==> src/rtl/flc_pkg.sv <==
// ----------------------------------------------------------------------------
// flc_pkg
// Shared widths, constants, register codes and types of the fader level
// conditioner.
// ----------------------------------------------------------------------------
`default_nettype none

package flc_pkg;

    localparam int unsigned RAW_W     = 16;
    localparam int unsigned TIME_W    = 32;
    localparam int unsigned LEVEL_W   = 10;
    localparam int unsigned PCT_W     = 7;
    localparam int unsigned IVL_W     = 20;
    localparam int unsigned THR_W     = 6;
    localparam int unsigned CFG_IDX_W = 1;
    localparam int unsigned CFG_DAT_W = IVL_W;

    localparam int unsigned LEVEL_SHIFT = 6;
    localparam logic [LEVEL_W-1:0] LEVEL_MIN = 10'd8;
    localparam logic [LEVEL_W-1:0] LEVEL_MAX = 10'd1015;
    localparam logic [PCT_W-1:0]   PCT_MAX   = 7'd100;

    // level * 100 / 1015 as level * ceil(100 * 2^27 / 1015) >> 27, exact over 0..1023
    localparam int unsigned PCT_PROD_W = 34;
    localparam int unsigned PCT_SHIFT  = 27;
    localparam logic [23:0] PCT_RECIP  = 24'd13223422;

    localparam logic [IVL_W-1:0] IVL_RESET = 20'd10000;
    localparam logic [THR_W-1:0] THR_RESET = 6'd4;

    typedef enum logic [CFG_IDX_W-1:0] {
        REG_INTERVAL  = 1'b0,
        REG_THRESHOLD = 1'b1
    } t_cfg_reg;

    typedef struct packed {
        logic [IVL_W-1:0] interval;
        logic [THR_W-1:0] threshold;
    } t_cfg;

    typedef struct packed {
        logic [TIME_W-1:0]  now_us;
        logic [LEVEL_W-1:0] level;
        logic [PCT_W-1:0]   percent;
    } t_s1_word;

    function automatic logic [LEVEL_W-1:0] clamp_level(input logic [LEVEL_W-1:0] v);
        logic [LEVEL_W-1:0] r;
        if (v < LEVEL_MIN) begin
            r = LEVEL_MIN;
        end else if (v > LEVEL_MAX) begin
            r = LEVEL_MAX;
        end else begin
            r = v;
        end
        return r;
    endfunction

endpackage

`default_nettype wire

==> src/rtl/flc_intf.sv <==
// ----------------------------------------------------------------------------
// flc_intf
// Handshake channels of the fader level conditioner: sample input, percent
// output and register write.
// ----------------------------------------------------------------------------
`default_nettype none

interface flc_in_if;
    import flc_pkg::*;
    logic              valid;
    logic              ready;
    logic [RAW_W-1:0]  raw_sample;
    logic [TIME_W-1:0] now_us;
    modport source (output valid, output raw_sample, output now_us, input ready);
    modport sink   (input valid, input raw_sample, input now_us, output ready);
endinterface

interface flc_out_if;
    import flc_pkg::*;
    logic             valid;
    logic             ready;
    logic [PCT_W-1:0] fader_percent;
    modport source (output valid, output fader_percent, input ready);
    modport sink   (input valid, input fader_percent, output ready);
endinterface

interface flc_cfg_if;
    import flc_pkg::*;
    logic                 valid;
    logic                 ready;
    logic [CFG_IDX_W-1:0] index;
    logic [CFG_DAT_W-1:0] data;
    modport source (output valid, output index, output data, input ready);
    modport sink   (input valid, input index, input data, output ready);
endinterface

`default_nettype wire

==> src/rtl/flc_cfg_regs.sv <==
// ----------------------------------------------------------------------------
// flc_cfg_regs
// Update interval and jitter threshold registers with their write decode.
// ----------------------------------------------------------------------------
`default_nettype none

module flc_cfg_regs (
    input  wire logic                          i_clk,
    input  wire logic                          i_rst_n,
    input  wire logic                          i_wr,
    input  wire logic [flc_pkg::CFG_IDX_W-1:0] i_index,
    input  wire logic [flc_pkg::CFG_DAT_W-1:0] i_data,
    output flc_pkg::t_cfg                      o_cfg
);
    import flc_pkg::*;

    t_cfg r_cfg;

    always_ff @(posedge i_clk) begin
        if (!i_rst_n) begin
            r_cfg.interval  <= IVL_RESET;
            r_cfg.threshold <= THR_RESET;
        end else if (i_wr) begin
            unique case (t_cfg_reg'(i_index))
                REG_INTERVAL:  r_cfg.interval  <= i_data[IVL_W-1:0];
                REG_THRESHOLD: r_cfg.threshold <= i_data[THR_W-1:0];
                default: ;
            endcase
        end
    end

    assign o_cfg = r_cfg;

endmodule

`default_nettype wire

==> src/rtl/flc_scale.sv <==
// ----------------------------------------------------------------------------
// flc_scale
// Input stage: drops the low sample bits, clamps the level and scales it to
// percent, then registers the word.
// ----------------------------------------------------------------------------
`default_nettype none

module flc_scale (
    input  wire logic                       i_clk,
    input  wire logic                       i_rst_n,
    input  wire logic                       i_load,
    input  wire logic                       i_adv,
    input  wire logic [flc_pkg::RAW_W-1:0]  i_raw_sample,
    input  wire logic [flc_pkg::TIME_W-1:0] i_now_us,
    output logic                            o_valid,
    output flc_pkg::t_s1_word               o_word
);
    import flc_pkg::*;

    logic [LEVEL_W-1:0]    level;
    logic [PCT_PROD_W-1:0] prod;
    logic                  r_valid;
    t_s1_word              r_word;
    t_s1_word              n_word;

    assign level = clamp_level(i_raw_sample[LEVEL_SHIFT +: LEVEL_W]);
    assign prod  = PCT_PROD_W'(level) * PCT_PROD_W'(PCT_RECIP);

    always_comb begin
        n_word.now_us  = i_now_us;
        n_word.level   = level;
        n_word.percent = prod[PCT_SHIFT +: PCT_W];
    end

    always_ff @(posedge i_clk) begin
        if (!i_rst_n) begin
            r_valid <= 1'b0;
        end else if (i_load) begin
            r_valid <= 1'b1;
        end else if (i_adv) begin
            r_valid <= 1'b0;
        end
    end

    always_ff @(posedge i_clk) begin
        if (i_load) begin
            r_word <= n_word;
        end
    end

    assign o_valid = r_valid;
    assign o_word  = r_word;

endmodule

`default_nettype wire

==> src/rtl/flc_decide.sv <==
// ----------------------------------------------------------------------------
// flc_decide
// Decision stage: interval check, jitter filter, change detection, state
// update and the result register.
// ----------------------------------------------------------------------------
`default_nettype none

module flc_decide (
    input  wire logic                    i_clk,
    input  wire logic                    i_rst_n,
    input  wire logic                    i_valid,
    input  wire flc_pkg::t_s1_word       i_word,
    input  wire flc_pkg::t_cfg           i_cfg,
    input  wire logic                    i_out_ready,
    output logic                         o_adv,
    output logic                         o_out_valid,
    output logic [flc_pkg::PCT_W-1:0]    o_fader_percent
);
    import flc_pkg::*;

    logic [TIME_W-1:0]  r_last_time;
    logic [LEVEL_W-1:0] r_held;
    logic [PCT_W-1:0]   r_last_pct;
    logic               r_out_valid;
    logic [PCT_W-1:0]   r_out_pct;

    logic [TIME_W-1:0]  elapsed;
    logic [LEVEL_W-1:0] diff;
    logic               adv;
    logic               process;
    logic               due;
    logic               moved;
    logic               emit;

    assign adv     = !r_out_valid || i_out_ready;
    assign process = i_valid && adv;
    assign elapsed = i_word.now_us - r_last_time;
    assign due     = elapsed > TIME_W'(i_cfg.interval);
    assign diff    = (i_word.level > r_held) ? (i_word.level - r_held)
                                             : (r_held - i_word.level);
    assign moved   = diff > LEVEL_W'(i_cfg.threshold);
    assign emit    = due && moved && (i_word.percent != r_last_pct);

    always_ff @(posedge i_clk) begin
        if (!i_rst_n) begin
            r_last_time <= '0;
            r_held      <= '0;
            r_last_pct  <= '0;
            r_out_valid <= 1'b0;
        end else begin
            if (process && due) begin
                r_last_time <= i_word.now_us;
                if (moved) begin
                    r_held <= i_word.level;
                end
                if (emit) begin
                    r_last_pct <= i_word.percent;
                end
            end
            if (process && emit) begin
                r_out_valid <= 1'b1;
            end else if (i_out_ready) begin
                r_out_valid <= 1'b0;
            end
        end
    end

    always_ff @(posedge i_clk) begin
        if (process && emit) begin
            r_out_pct <= i_word.percent;
        end
    end

    assign o_adv           = adv;
    assign o_out_valid     = r_out_valid;
    assign o_fader_percent = r_out_pct;

    // held level is zero only before the first accepted move
    a_held_range: assert property (@(posedge i_clk) disable iff (!i_rst_n)
        r_held == '0 || (r_held >= LEVEL_MIN && r_held <= LEVEL_MAX))
        else $error("held level outside clamp range");

    a_pct_range: assert property (@(posedge i_clk) disable iff (!i_rst_n)
        r_out_valid |-> r_out_pct <= PCT_MAX)
        else $error("percent above full scale");

    a_emit_tracks: assert property (@(posedge i_clk) disable iff (!i_rst_n)
        process && emit |=> r_out_valid && r_out_pct == r_last_pct)
        else $error("sent percent and last percent disagree");

    a_emit_needs_due: assert property (@(posedge i_clk) disable iff (!i_rst_n)
        $rose(r_out_valid) |-> $past(process && due && moved))
        else $error("result without an evaluated move");

endmodule

`default_nettype wire

==> src/rtl/fader_level_conditioner.sv <==
// ----------------------------------------------------------------------------
// fader_level_conditioner
// Fader poll conditioner: interval gating, 10-bit clamp, jitter filter and
// percent output on change.
// ----------------------------------------------------------------------------
// One sample word is taken every clock cycle. A word passes through two
// registers: the input stage clamps the level and scales it to percent, the
// decision stage checks the elapsed time, filters jitter, updates the held
// state and loads the output register with the percent word. Only
// back-pressure on the output stalls the input, and only when the output
// register is full and not being read. Register writes are taken in any
// cycle and should be made while idle.
`default_nettype none

module fader_level_conditioner (
    input  wire logic  i_clk,
    input  wire logic  i_rst_n,
    flc_in_if.sink     i_in,
    flc_out_if.source  o_out,
    flc_cfg_if.sink    i_cfg
);
    import flc_pkg::*;

    t_cfg     cfg;
    t_s1_word s1_word;
    logic     s1_valid;
    logic     adv;
    logic     in_take;

    assign i_cfg.ready = 1'b1;
    assign i_in.ready  = !s1_valid || adv;
    assign in_take     = i_in.valid && i_in.ready;

    flc_cfg_regs u_cfg (
        .i_clk   (i_clk),
        .i_rst_n (i_rst_n),
        .i_wr    (i_cfg.valid),
        .i_index (i_cfg.index),
        .i_data  (i_cfg.data),
        .o_cfg   (cfg)
    );

    flc_scale u_scale (
        .i_clk        (i_clk),
        .i_rst_n      (i_rst_n),
        .i_load       (in_take),
        .i_adv        (adv),
        .i_raw_sample (i_in.raw_sample),
        .i_now_us     (i_in.now_us),
        .o_valid      (s1_valid),
        .o_word       (s1_word)
    );

    flc_decide u_decide (
        .i_clk           (i_clk),
        .i_rst_n         (i_rst_n),
        .i_valid         (s1_valid),
        .i_word          (s1_word),
        .i_cfg           (cfg),
        .i_out_ready     (o_out.ready),
        .o_adv           (adv),
        .o_out_valid     (o_out.valid),
        .o_fader_percent (o_out.fader_percent)
    );

endmodule

`default_nettype wire

==> src/flat_wrapper.sv <==
// flat-port wrapper written by rule: the top's interface ports become plain ports
module fader_level_conditioner_flat import flc_pkg::*;
  (i_clk, i_rst_n, i_in_valid, i_in_raw_sample, i_in_now_us, i_in_ready, o_out_valid, o_out_fader_percent, o_out_ready, i_cfg_valid, i_cfg_index, i_cfg_data, i_cfg_ready);
  flc_in_if i_in_i ();
  flc_out_if o_out_i ();
  flc_cfg_if i_cfg_i ();
  input  wire logic i_clk;
  input  wire logic i_rst_n;
  input wire logic [$bits(i_in_i.valid)-1:0] i_in_valid;
  input wire logic [$bits(i_in_i.raw_sample)-1:0] i_in_raw_sample;
  input wire logic [$bits(i_in_i.now_us)-1:0] i_in_now_us;
  output wire logic [$bits(i_in_i.ready)-1:0] i_in_ready;
  output wire logic [$bits(o_out_i.valid)-1:0] o_out_valid;
  output wire logic [$bits(o_out_i.fader_percent)-1:0] o_out_fader_percent;
  input wire logic [$bits(o_out_i.ready)-1:0] o_out_ready;
  input wire logic [$bits(i_cfg_i.valid)-1:0] i_cfg_valid;
  input wire logic [$bits(i_cfg_i.index)-1:0] i_cfg_index;
  input wire logic [$bits(i_cfg_i.data)-1:0] i_cfg_data;
  output wire logic [$bits(i_cfg_i.ready)-1:0] i_cfg_ready;
  assign i_in_i.valid = i_in_valid;
  assign i_in_i.raw_sample = i_in_raw_sample;
  assign i_in_i.now_us = i_in_now_us;
  assign i_in_ready = i_in_i.ready;
  assign o_out_valid = o_out_i.valid;
  assign o_out_fader_percent = o_out_i.fader_percent;
  assign o_out_i.ready = o_out_ready;
  assign i_cfg_i.valid = i_cfg_valid;
  assign i_cfg_i.index = i_cfg_index;
  assign i_cfg_i.data = i_cfg_data;
  assign i_cfg_ready = i_cfg_i.ready;
  fader_level_conditioner u_core (.i_clk(i_clk), .i_rst_n(i_rst_n), .i_in(i_in_i), .o_out(o_out_i), .i_cfg(i_cfg_i));
endmodule
==> config.mk <==
export PLATFORM = sky130hd
export DESIGN_NAME = fader_level_conditioner_flat
export DESIGN_NICKNAME = d
export VERILOG_FILES = /design/src/rtl/flc_pkg.sv /design/src/rtl/flc_intf.sv /design/src/rtl/flc_cfg_regs.sv /design/src/rtl/flc_scale.sv /design/src/rtl/flc_decide.sv /design/src/rtl/fader_level_conditioner.sv /design/src/flat_wrapper.sv
export SDC_FILE = /design/constraint.sdc
export NUM_CORES = 1
export LEC_CHECK = 0
export BUFFER_PORTS_ARGS = -buffer_cell sky130_fd_sc_hd__buf_4
export CORE_AREA = 3 3 187 189
export CTS_CLUSTER_DIAMETER = 120
export DETAILED_ROUTE_END_ITERATION = 16
export DIE_AREA = 0 0 190 192
export PLACE_DENSITY_LB_ADDON = 0.1
export SYNTH_ARGS = -nofsm -noshare
export SYNTH_HDL_FRONTEND = slang
export SYNTH_SLANG_ARGS = --single-unit
==> constraint.sdc <==
create_clock -name i_clk -period 6.9 [get_ports i_clk]
set_input_delay 1.38 -clock i_clk [delete_from_list [all_inputs] [get_ports i_clk]]
set_output_delay 1.38 -clock i_clk [all_outputs]
set_load 0.01 [all_outputs]
==> results of run 1 <==
## flip-flops by register name, indices dropped and copies added (netlist names)
| register | cells |
|---|---|
| u_core.u_scale.o_valid | 1 |
| u_core.u_scale.o_word | 49 |
| u_core.u_decide.r_last_pct | 7 |
| u_core.u_decide.r_held | 10 |
| u_core.u_decide.r_last_time | 32 |
| u_core.u_cfg.o_cfg | 26 |
| u_core.u_decide.o_fader_percent | 7 |
| u_core.u_decide.o_out_valid | 1 |
## cell families (layout without fill, tap and decap cells)
family / Yosys count / in the layout
compound gates: 299 / 299
xor+xnor: 48 / 48
fa+ha+maj: 240 / 240
buf+inv: 242 / 361
flops: 133 / 133
mux: 10 / 10
other cells: 1 / 1
simple gates: 312 / 312
## area by class of cell
type,instances,share of cell area [%]
sequential,133,23.64
clock inverter,15,1.000
timing repair buffer,130,7.277
clock buffer,17,3.120
tap,448,4.111
multi-input combinational,910,55.38
inverter,199,5.478
## metal layers
metal  vias to the layer above  share of wire [%]
met3                        28                2.5
met2                       121                 49
met4                         0                1.4
met1                      4291                 47
li1                       4604                  -
met5                         -                  0
## stage by stage
stage / TNS [ns] / cell area, µm² / setup slack [ns] / hold slack (ns) / power (mW)
2_1_floorplan: 0 / 11660 / 0.01304 / 0.4363 / 2.176
3_3_place_gp: -1.608 / 12990 / -0.3989 / 0.4424 / 2.671
3_5_place_dp: -1.704 / 12990 / -0.4397 / 0.4475 / 2.685
4_1_cts: 0 / 13550 / 0.02362 / 0.4562 / 3.586
5_1_grt: 0 / 13640 / 0.002467 / 0.4779 / 3.941
6_report: 0 / 13640 / 0.2287 / 0.4524 / 3.566
## power groups by stage
stage               Sequential, mW  Combinational [mW]  Clock (mW)
finish                       0.952                1.74       0.873
detailed placement           0.970                1.72           0
floorplan                    0.957                1.22           0
global placement             0.970                1.70           0
global route                 0.961                2.05       0.934
CTS                          0.953                1.73       0.902
## cells in the final DEF, fill, tap and decap left out, types with 4 or more instances in the layout
cell type,n
nand3_1,34
a21oi_2,22
o21a_1,10
or3_1,4
and4_1,6
ha_1,176
o21ai_2,4
nor3_1,17
dfxtp_1,77
nand2_1,122
and3_1,8
o22ai_1,4
inv_6,5
a211oi_1,5
clkbuf_16,17
nor2_1,40
nor2b_1,11
o211ai_1,16
o21bai_1,6
xnor2_1,32
a21oi_1,107
nand2_2,21
edfxtp_1,56
mux2i_1,8
clkinv_4,4
a21o_1,26
o21ai_0,53
fa_1,61
inv_1,195
a31oi_1,6
xor2_1,16
inv_8,4
nand2b_1,9
buf_4,128
inv_2,4
and2_1,6
nand4_1,18
## tightest hold or removal path, cell delays in order (launching register included)
cell	delay, ns
dfxtp_1	0.31
nand2_1	0.05
a21oi_1	0.05
## path summary, 6_finish.rpt
path / slack (ns) / cells past startpoint / end / start
worst max-delay path: 0.23 / 25 / u_core.u_scale.o_word[6]$_DFFE_PP_ / i_in_raw_sample[12]
worst min-delay path: 0.45 / 2 / u_core.u_decide.r_last_time[7]$_SDFFE_PN0P_ / u_core.u_decide.r_last_time[7]$_SDFFE_PN0P_
worst max register to register: 0.97 / 23 / u_core.u_decide.r_last_time[23]$_SDFFE_PN0P_ / u_core.u_scale.o_word[17]$_DFFE_PP_
worst min register to register: 0.45 / 2 / u_core.u_decide.r_last_time[7]$_SDFFE_PN0P_ / u_core.u_decide.r_last_time[7]$_SDFFE_PN0P_
## what timing repair did
action | CTS | global route
setup endpoints to repair | 0 | 3
gates resized for setup | 0 | 18
hold endpoints to repair | 0 | 0
setup buffers | 0 | 2
==> qor.yml, run 1 <==
cells_and_area:
  multi_input_area_um2: 7551
  drive_gt1_share_pct: 16.88
  final-seq-area_um2: 3223
  finalNonFillerCells: 1852
  fillers: 3378
  syn_to_final_growth_pct: 17.20
  utilization_pct: 40.77
  n_antenna_cell: 0
  finish.net_count: 1705
min_path:
  hold_class: "flip-flop to flip-flop"
pwr:
  powerDensity_nw_per_um2: 261.5
  p_clk_share_pct: 24.5
  p_sw_mw: 1.382
  ir_drop_mv: 0.1631
  p_sw_share_pct: 38.75
  power_frac_comb_pct: 48.8
  seq_power_share_pct: 26.7
  leakage_nw: 6.009
  p_int_mw: 2.184
synth:
  ys_warn_count: 0
  syn-num-nets: 1599
  synth_fa_ha_area_share_pct: 29.94
  yosys.area_share.xor_xnor_pct: 3.613
  async_reset_ff_share_pct: 0
  syn_avg_cell_area_um2: 9.054
  synth_edf_count: 56
  synth_flop_cell: "dfxtp_1"
  syn_inst: 1285
  synthesis.area_um2: 11630
  synthSimpleGateAreaFrac_pct: 13.06
  synth_top_family_by_area: "adder cells"
  synth_top_area_share_pct: 18.93
  yosysTopAreaCell: "ha_1"
  ys_seq_area_share_pct: 27.70
  synth_most_common_cell: "inv_1"
  synthMuxAreaShare_pct: 0.8818
  synth.distinct_cells: 71
  netlist_top_cells_area: "ha_1 19%, edfxtp_1 14%, dfxtp_1 13%"
  synth_compound_area_share_pct: 16.42
  netlist_top_cells_count: "197 x inv_1, 176 x ha_1, 123 x nand2_1, 108 x a21oi_1, 77 x dfxtp_1"
  synth-seq-cells: 133
grt:
  grt_max_degree: 53
  grt_use_met1_pct: 20.74
  grt_pass1_vias: 9210
  use_met3_pct: 2.354
  top_usage_layer: "met2"
  antenna_found_initial: 0
  grt_use_met2_pct: 29.13
  grt_pass1_wl_um: 47670
  grt_overflow: 0
  track_usage_pct: 16.37
setup_path:
  cp_slowest_cell: "fa_1"
  end_kind: "flip-flop"
  crit_buf_inv: 6
  critPathMaxFanout: 4
  cp_data_required_time_ns: 7.08
  crit_arrival_ns: 6.86
  critPathMaxStageDelay_ns: 0.55
  critical_path_class: "input port to flip-flop"
  critPathLaunchType: "input port"
  critPathTopFamily: "adder cells"
routing:
  ant_nets: 0
  drcViolationCount: 0
  drt_iter0_drc: 327
  vias: 9044
  wl_per_cell_um: 15.50
  vias_per_cell: 4.883
  finalWirelength_um: 28710
  drtPass1Iterations: 5
placed_design:
  gp_congestion: 0.8607
  io_buffers: 76
  post-dp-hpwl_um: 23000
  place_inst: 1818
clock_network:
  clock_path_buffers: 2
  clock_latency_ns: 0.44
  numCtsBuffers: 17
  clock-sinks: 133
  h-tree-depth: 4
  hold_buffers: 0
  clk_pin_slew_worst_paths_ns: 0.07
  cts_tree: "built"
  root_buffer: "clkbuf_16"
timing:
  finalHoldViolations: 0
  fmax_ghz: 0.1499
  period_share_pct: 96.69
  setup_viol: 0
  worstMarginPinSlew_ns: 0.9745
  finalCriticalPeriod_ns: 6.671
  slew_violations: 0
  slew_headroom_pct: 34.74
  clock_skew_ns: 0.01067
  grt_setup_unrepaired: "no"
flow_run:
  cap_violations: 0
floorplanning:
  design.portCount: 84
  initial_core_util_pct: 34.78
  chipWidth_um: 190
  dieArea_um2: 36480
  die_h_um: 192
  rows: 67
  core-area_um2: 33450
outcome:
  outcome: "complete, no violations"
Power figures use the tool's default switching activity.
==> inputs of run 2 (changes only) <==
- CELL_PAD_IN_SITES_DETAIL_PLACEMENT: unset -> 0
- CELL_PAD_IN_SITES_GLOBAL_PLACEMENT: unset -> 2
==> qor.yml, run 2 (synthesis results as in run 1) <==
clock_network:
  clk_pin_slew_worst_paths_ns: 0.07
  h-tree-depth: 4
  cts_tree: "built"
  clock_path_buffers: 2
  numCtsBuffers: 17
  clock_latency_ns: 0.44
  root_buffer: "clkbuf_16"
  clock-sinks: 133
cells_and_area:
  multi_input_area_um2: 7597
  layout.cells.most_common: "inv_1"
  finish.net_count: 1710
  drive_gt1_share_pct: 17.60
  fin_area_um2: 13770
  fillers: 3411
  syn_to_final_growth_pct: 18.34
  final-seq-area_um2: 3223
  final_cell_mix: "192 x inv_1, 173 x ha_1, 132 x buf_4, 122 x nand2_1, 108 x a21oi_1"
  largest_register_ffs: 49
  utilization_pct: 41.16
  n_antenna_cell: 0
placed_design:
  gp_congestion: 0.8037
  io_buffers: 76
  postPlaceCellArea_um2: 13010
  post-dp-hpwl_um: 24580
grt:
  top_usage_layer: "met2"
  grt_use_met2_pct: 31.91
  use_met3_pct: 2.920
  grt_max_degree: 71
  track_usage_pct: 17.71
  antenna_found_initial: 0
  grt_pass1_vias: 9389
  grt_overflow: 0
  grt_use_met1_pct: 22.51
  grt_pass1_wl_um: 50540
floorplanning:
  initial_core_util_pct: 34.78
  die_h_um: 192
  design.portCount: 84
  dieArea_um2: 36480
  chipWidth_um: 190
  rows: 67
  core-area_um2: 33450
routing:
  ant_nets: 0
  vias: 9018
  drtPass1Iterations: 5
  finalWirelength_um: 31080
  vias_per_cell: 4.856
  drcViolationCount: 0
  drt_iter0_drc: 364
  wl_per_cell_um: 16.74
outcome:
  outcome: "complete, no violations"
timing:
  worstMarginPinSlew_ns: 1.192
  slew_headroom_pct: 20.52
  period_share_pct: 96.45
  finalCriticalPeriod_ns: 6.655
  slew_violations: 0
  fmax_ghz: 0.1503
  setup_viol: 0
  finalHoldViolations: 0
  clock_skew_ns: 0.01236
setup_path:
  cp_data_required_time_ns: 7.10
  critPathMaxFanout: 4
  crit_arrival_ns: 6.85
  critPathLaunchType: "input port"
  critical_path_class: "input port to flip-flop"
  end_kind: "flip-flop"
  cp_slowest_cell: "fa_1"
  critPathMaxStageDelay_ns: 0.54
  r2r_slack_ns: 0.87
flow_run:
  cap_violations: 0
pwr:
  ir_drop_mv: 0.2075
  leakage_nw: 6.051
  p_total_mw: 3.701
  powerDensity_nw_per_um2: 268.8
min_path:
  hold_class: "flip-flop to flip-flop"
[run 2: metrics by stage]
| step | setup TNS (ns) | hold WS [ns] | instances | worst slack, ns |
|---|---|---|---|---|
| finish | 0 | 0.4553 | 1857 | 0.2452 |
| global route | -0.02203 | 0.4715 | 1857 | -0.02203 |
| CTS | 0 | 0.4576 | 1853 | 0.1281 |
| detailed placement | -1.225 | 0.4484 | 1821 | -0.3292 |
| global placement | -1.385 | 0.4424 | 1821 | -0.3627 |
| floorplan | 0 | 0.4363 | 1285 | 0.01304 |
[run 2: worst max-delay path: cells and delay by family]
kind,cells,cell delay (ns)
adder cells (fa/ha/maj),6,2.37
AO/OA/AOI/OAI,9,1.56
buffers and inverters,8,0.88
AND/OR/NAND/NOR,3,0.49
XOR/XNOR,1,0.13
[run 2: final cells by class]
cell class,count,share of cell area [%]
Clock inverter,15,1.318
Sequential cell,133,23.41
Clock buffer,17,3.090
Inverter,199,5.425
Tap cell,448,4.071
Multi-Input combinational cell,910,55.18
Timing Repair Buffer,135,7.506
[run 2: power by group]
group          switching (mW)  internal, mW  total (mW)
sequential             0.0469         0.905       0.952
combinational           0.967         0.828        1.80
clock                   0.432         0.521       0.953
total                    1.45          2.25        3.70
[run 2: per-layer routing]
| metal | part of all wire, % | wire length, µm |
|---|---|---|
| met2 | 51 | 15770 |
| met4 | 0.80 | 249 |
| met3 | 2.4 | 754 |
| met1 | 46 | 14300 |
| met5 | 0 | 0 |
[run 2: final timing paths]
check | to | depth (start not counted) | from
max | u_core.u_scale.o_word[6]$_DFFE_PP_ | 27 | i_in_raw_sample[9]
max reg2reg | u_core.u_decide.r_last_time[16]$_SDFFE_PN0P_ | 20 | u_core.u_scale.o_word[18]$_DFFE_PP_
min | u_core.u_decide.r_last_time[2]$_SDFFE_PN0P_ | 2 | u_core.u_decide.r_last_time[2]$_SDFFE_PN0P_
min reg2reg | u_core.u_decide.r_last_time[2]$_SDFFE_PN0P_ | 2 | u_core.u_decide.r_last_time[2]$_SDFFE_PN0P_
[run 2: timing repair]
action,in CTS,in global routing
resized for setup,0,27
endpoints found under the setup margin,0,6
hold buffers,0,0
buffers inserted,0,4
==> inputs of run 3 (changes only) <==
- CORE_AREA: 3 3 187 189 -> 3 3 197 179
- DIE_AREA: 0 0 190 192 -> 0 0 200 182
==> qor.yml, run 3 (synthesis results as in run 1) <==
setup_path:
  rr_worst_depth: 20
  critPathMaxFanout: 4
  r2r-end: "u_core.u_decide.r_last_time[22]$_SDFFE_PN0P_"
  critPathLaunchType: "input port"
  critical_path_class: "input port to flip-flop"
  crit_arrival_ns: 6.86
  cp_data_required_time_ns: 7.08
  r2r_slack_ns: 0.95
  critPathMaxStageDelay_ns: 0.59
  r2r_start: "u_core.u_scale.o_word[18]$_DFFE_PP_"
  end_kind: "flip-flop"
  crit_path_frequent_cell: "buf_4"
  cp_slowest_cell: "fa_2"
min_path:
  holdCritStartpoint: "u_core.u_cfg.o_cfg[9]$_SDFFE_PN0P_"
  hold_depth: 2
  hold_class: "flip-flop to flip-flop"
  hold_end: "u_core.u_cfg.o_cfg[9]$_SDFFE_PN0P_"
routing:
  vias: 9031
  drtPass1Iterations: 5
  ant_nets: 0
  finalWirelength_um: 30360
  drt_iter0_drc: 441
  drcViolationCount: 0
  vias_per_cell: 4.853
  wl_per_cell_um: 16.31
floorplanning:
  die_h_um: 182
  design.portCount: 84
  rows: 63
  chipWidth_um: 200
  core-area_um2: 33190
  dieArea_um2: 36400
  initial_core_util_pct: 35.06
clock_network:
  cts_tree: "built"
  clock-sinks: 133
  clock_path_buffers: 2
  clock_latency_ns: 0.44
  clk_pin_slew_worst_paths_ns: 0.06
  root_buffer: "clkbuf_16"
  h-tree-depth: 4
  numCtsBuffers: 17
placed_design:
  place_inst: 1826
  post-dp-hpwl_um: 24350
  gp_congestion: 0.8591
  io_buffers: 76
cells_and_area:
  finish.net_count: 1707
  drive_gt1_share_pct: 17.43
  utilization_pct: 41.55
  n_antenna_cell: 0
  syn_to_final_growth_pct: 18.52
  largest_register_ffs: 49
  layout.cells.most_common: "inv_1"
  finalNonFillerCells: 1861
  final_cell_mix: "193 x inv_1, 173 x ha_1, 130 x buf_4, 122 x nand2_1, 108 x a21oi_1"
timing:
  slew_headroom_pct: 30.29
  slew_violations: 0
  hold-worst-slack_ns: 0.4538
  finalHoldViolations: 0
  setup_viol: 0
  worstMarginPinSlew_ns: 1.046
  clock_skew_ns: 0.01943
  fmax_ghz: 0.1498
  period_share_pct: 96.78
  finalCriticalPeriod_ns: 6.678
pwr:
  p_total_mw: 3.713
  leakage_nw: 6.046
  ir_drop_mv: 0.2128
  powerDensity_nw_per_um2: 269.3
grt:
  grt_overflow: 0
  antenna_found_initial: 0
  grt_pass1_vias: 9116
  grt_max_degree: 53
  track_usage_pct: 17.20
  grt_pass1_wl_um: 49200
flow_run:
  cap_violations: 0
outcome:
  outcome: "complete, no violations"
==> run 3: per-stage QoR <==
stage          setup slack [ns]  area [µm²]  setup TNS [ns]
2_1_floorplan           0.01304       11660               0
3_3_place_gp            -0.3777       12990          -1.423
3_5_place_dp            -0.3913       12990          -1.554
4_1_cts                 0.05039       13620               0
5_1_grt                -0.02451       13790        -0.02451
6_report                 0.2225       13790               0
==> run 3: report_power, final <==
part           switching, mW  total (mW)  internal [mW]
Combinational          0.955        1.77          0.813
Sequential            0.0469       0.953          0.906
Clock                  0.385       0.992          0.608
==> run 3: worst max-delay path by stage <==
stage,endpoint,cells past startpoint,from
after floorplan,u_core.u_scale.o_word[6]$_DFFE_PP_,21,i_in_raw_sample[14]
after global placement,u_core.u_scale.o_word[6]$_DFFE_PP_,24,i_in_raw_sample[12]
after detailed placement,u_core.u_scale.o_word[6]$_DFFE_PP_,25,i_in_raw_sample[12]
after CTS,u_core.u_scale.o_word[6]$_DFFE_PP_,24,i_in_raw_sample[12]
after global routing,u_core.u_scale.o_word[6]$_DFFE_PP_,24,i_in_raw_sample[9]
final,u_core.u_scale.o_word[6]$_DFFE_PP_,26,i_in_raw_sample[10]
==> run 3: what timing repair did <==
item | CTS | global route
hold buffers | 0 | 0
setup endpoints to repair | 0 | 4
setup buffers | 0 | 4
gates resized for setup | 0 | 29
==> run 3: worst max-delay path, delay by kind of cell <==
kind / cells / cell delay, ns
AND/OR/NAND/NOR: 3 / 0.20
AO/OA/AOI/OAI: 9 / 1.78
adder cells (fa/ha/maj): 6 / 2.58
XOR/XNOR: 1 / 0.13
buffers and inverters: 7 / 0.77
==> run 3: area by class of cell <==
| class | instances | area (µm²) |
|---|---|---|
| Timing Repair Buffer | 132 | 1007 |
| Inverter | 199 | 747.0 |
| Tap cell | 455 | 569.3 |
| Clock inverter | 15 | 202.7 |
| Clock buffer | 17 | 425.4 |
| Sequential cell | 133 | 3223 |
| Fill cell | 3354 | 19400 |
| Multi-Input combinational cell | 910 | 7615 |
==> run 3: metal layers <==
metal	GRT usage [%]	vias up	share of wire, %
met2	29.16	106	49
met5	0	-	0
met1	23.18	4303	48
met4	3.852	0	0.94
li1	-	4606	-
met3	2.560	16	2.7
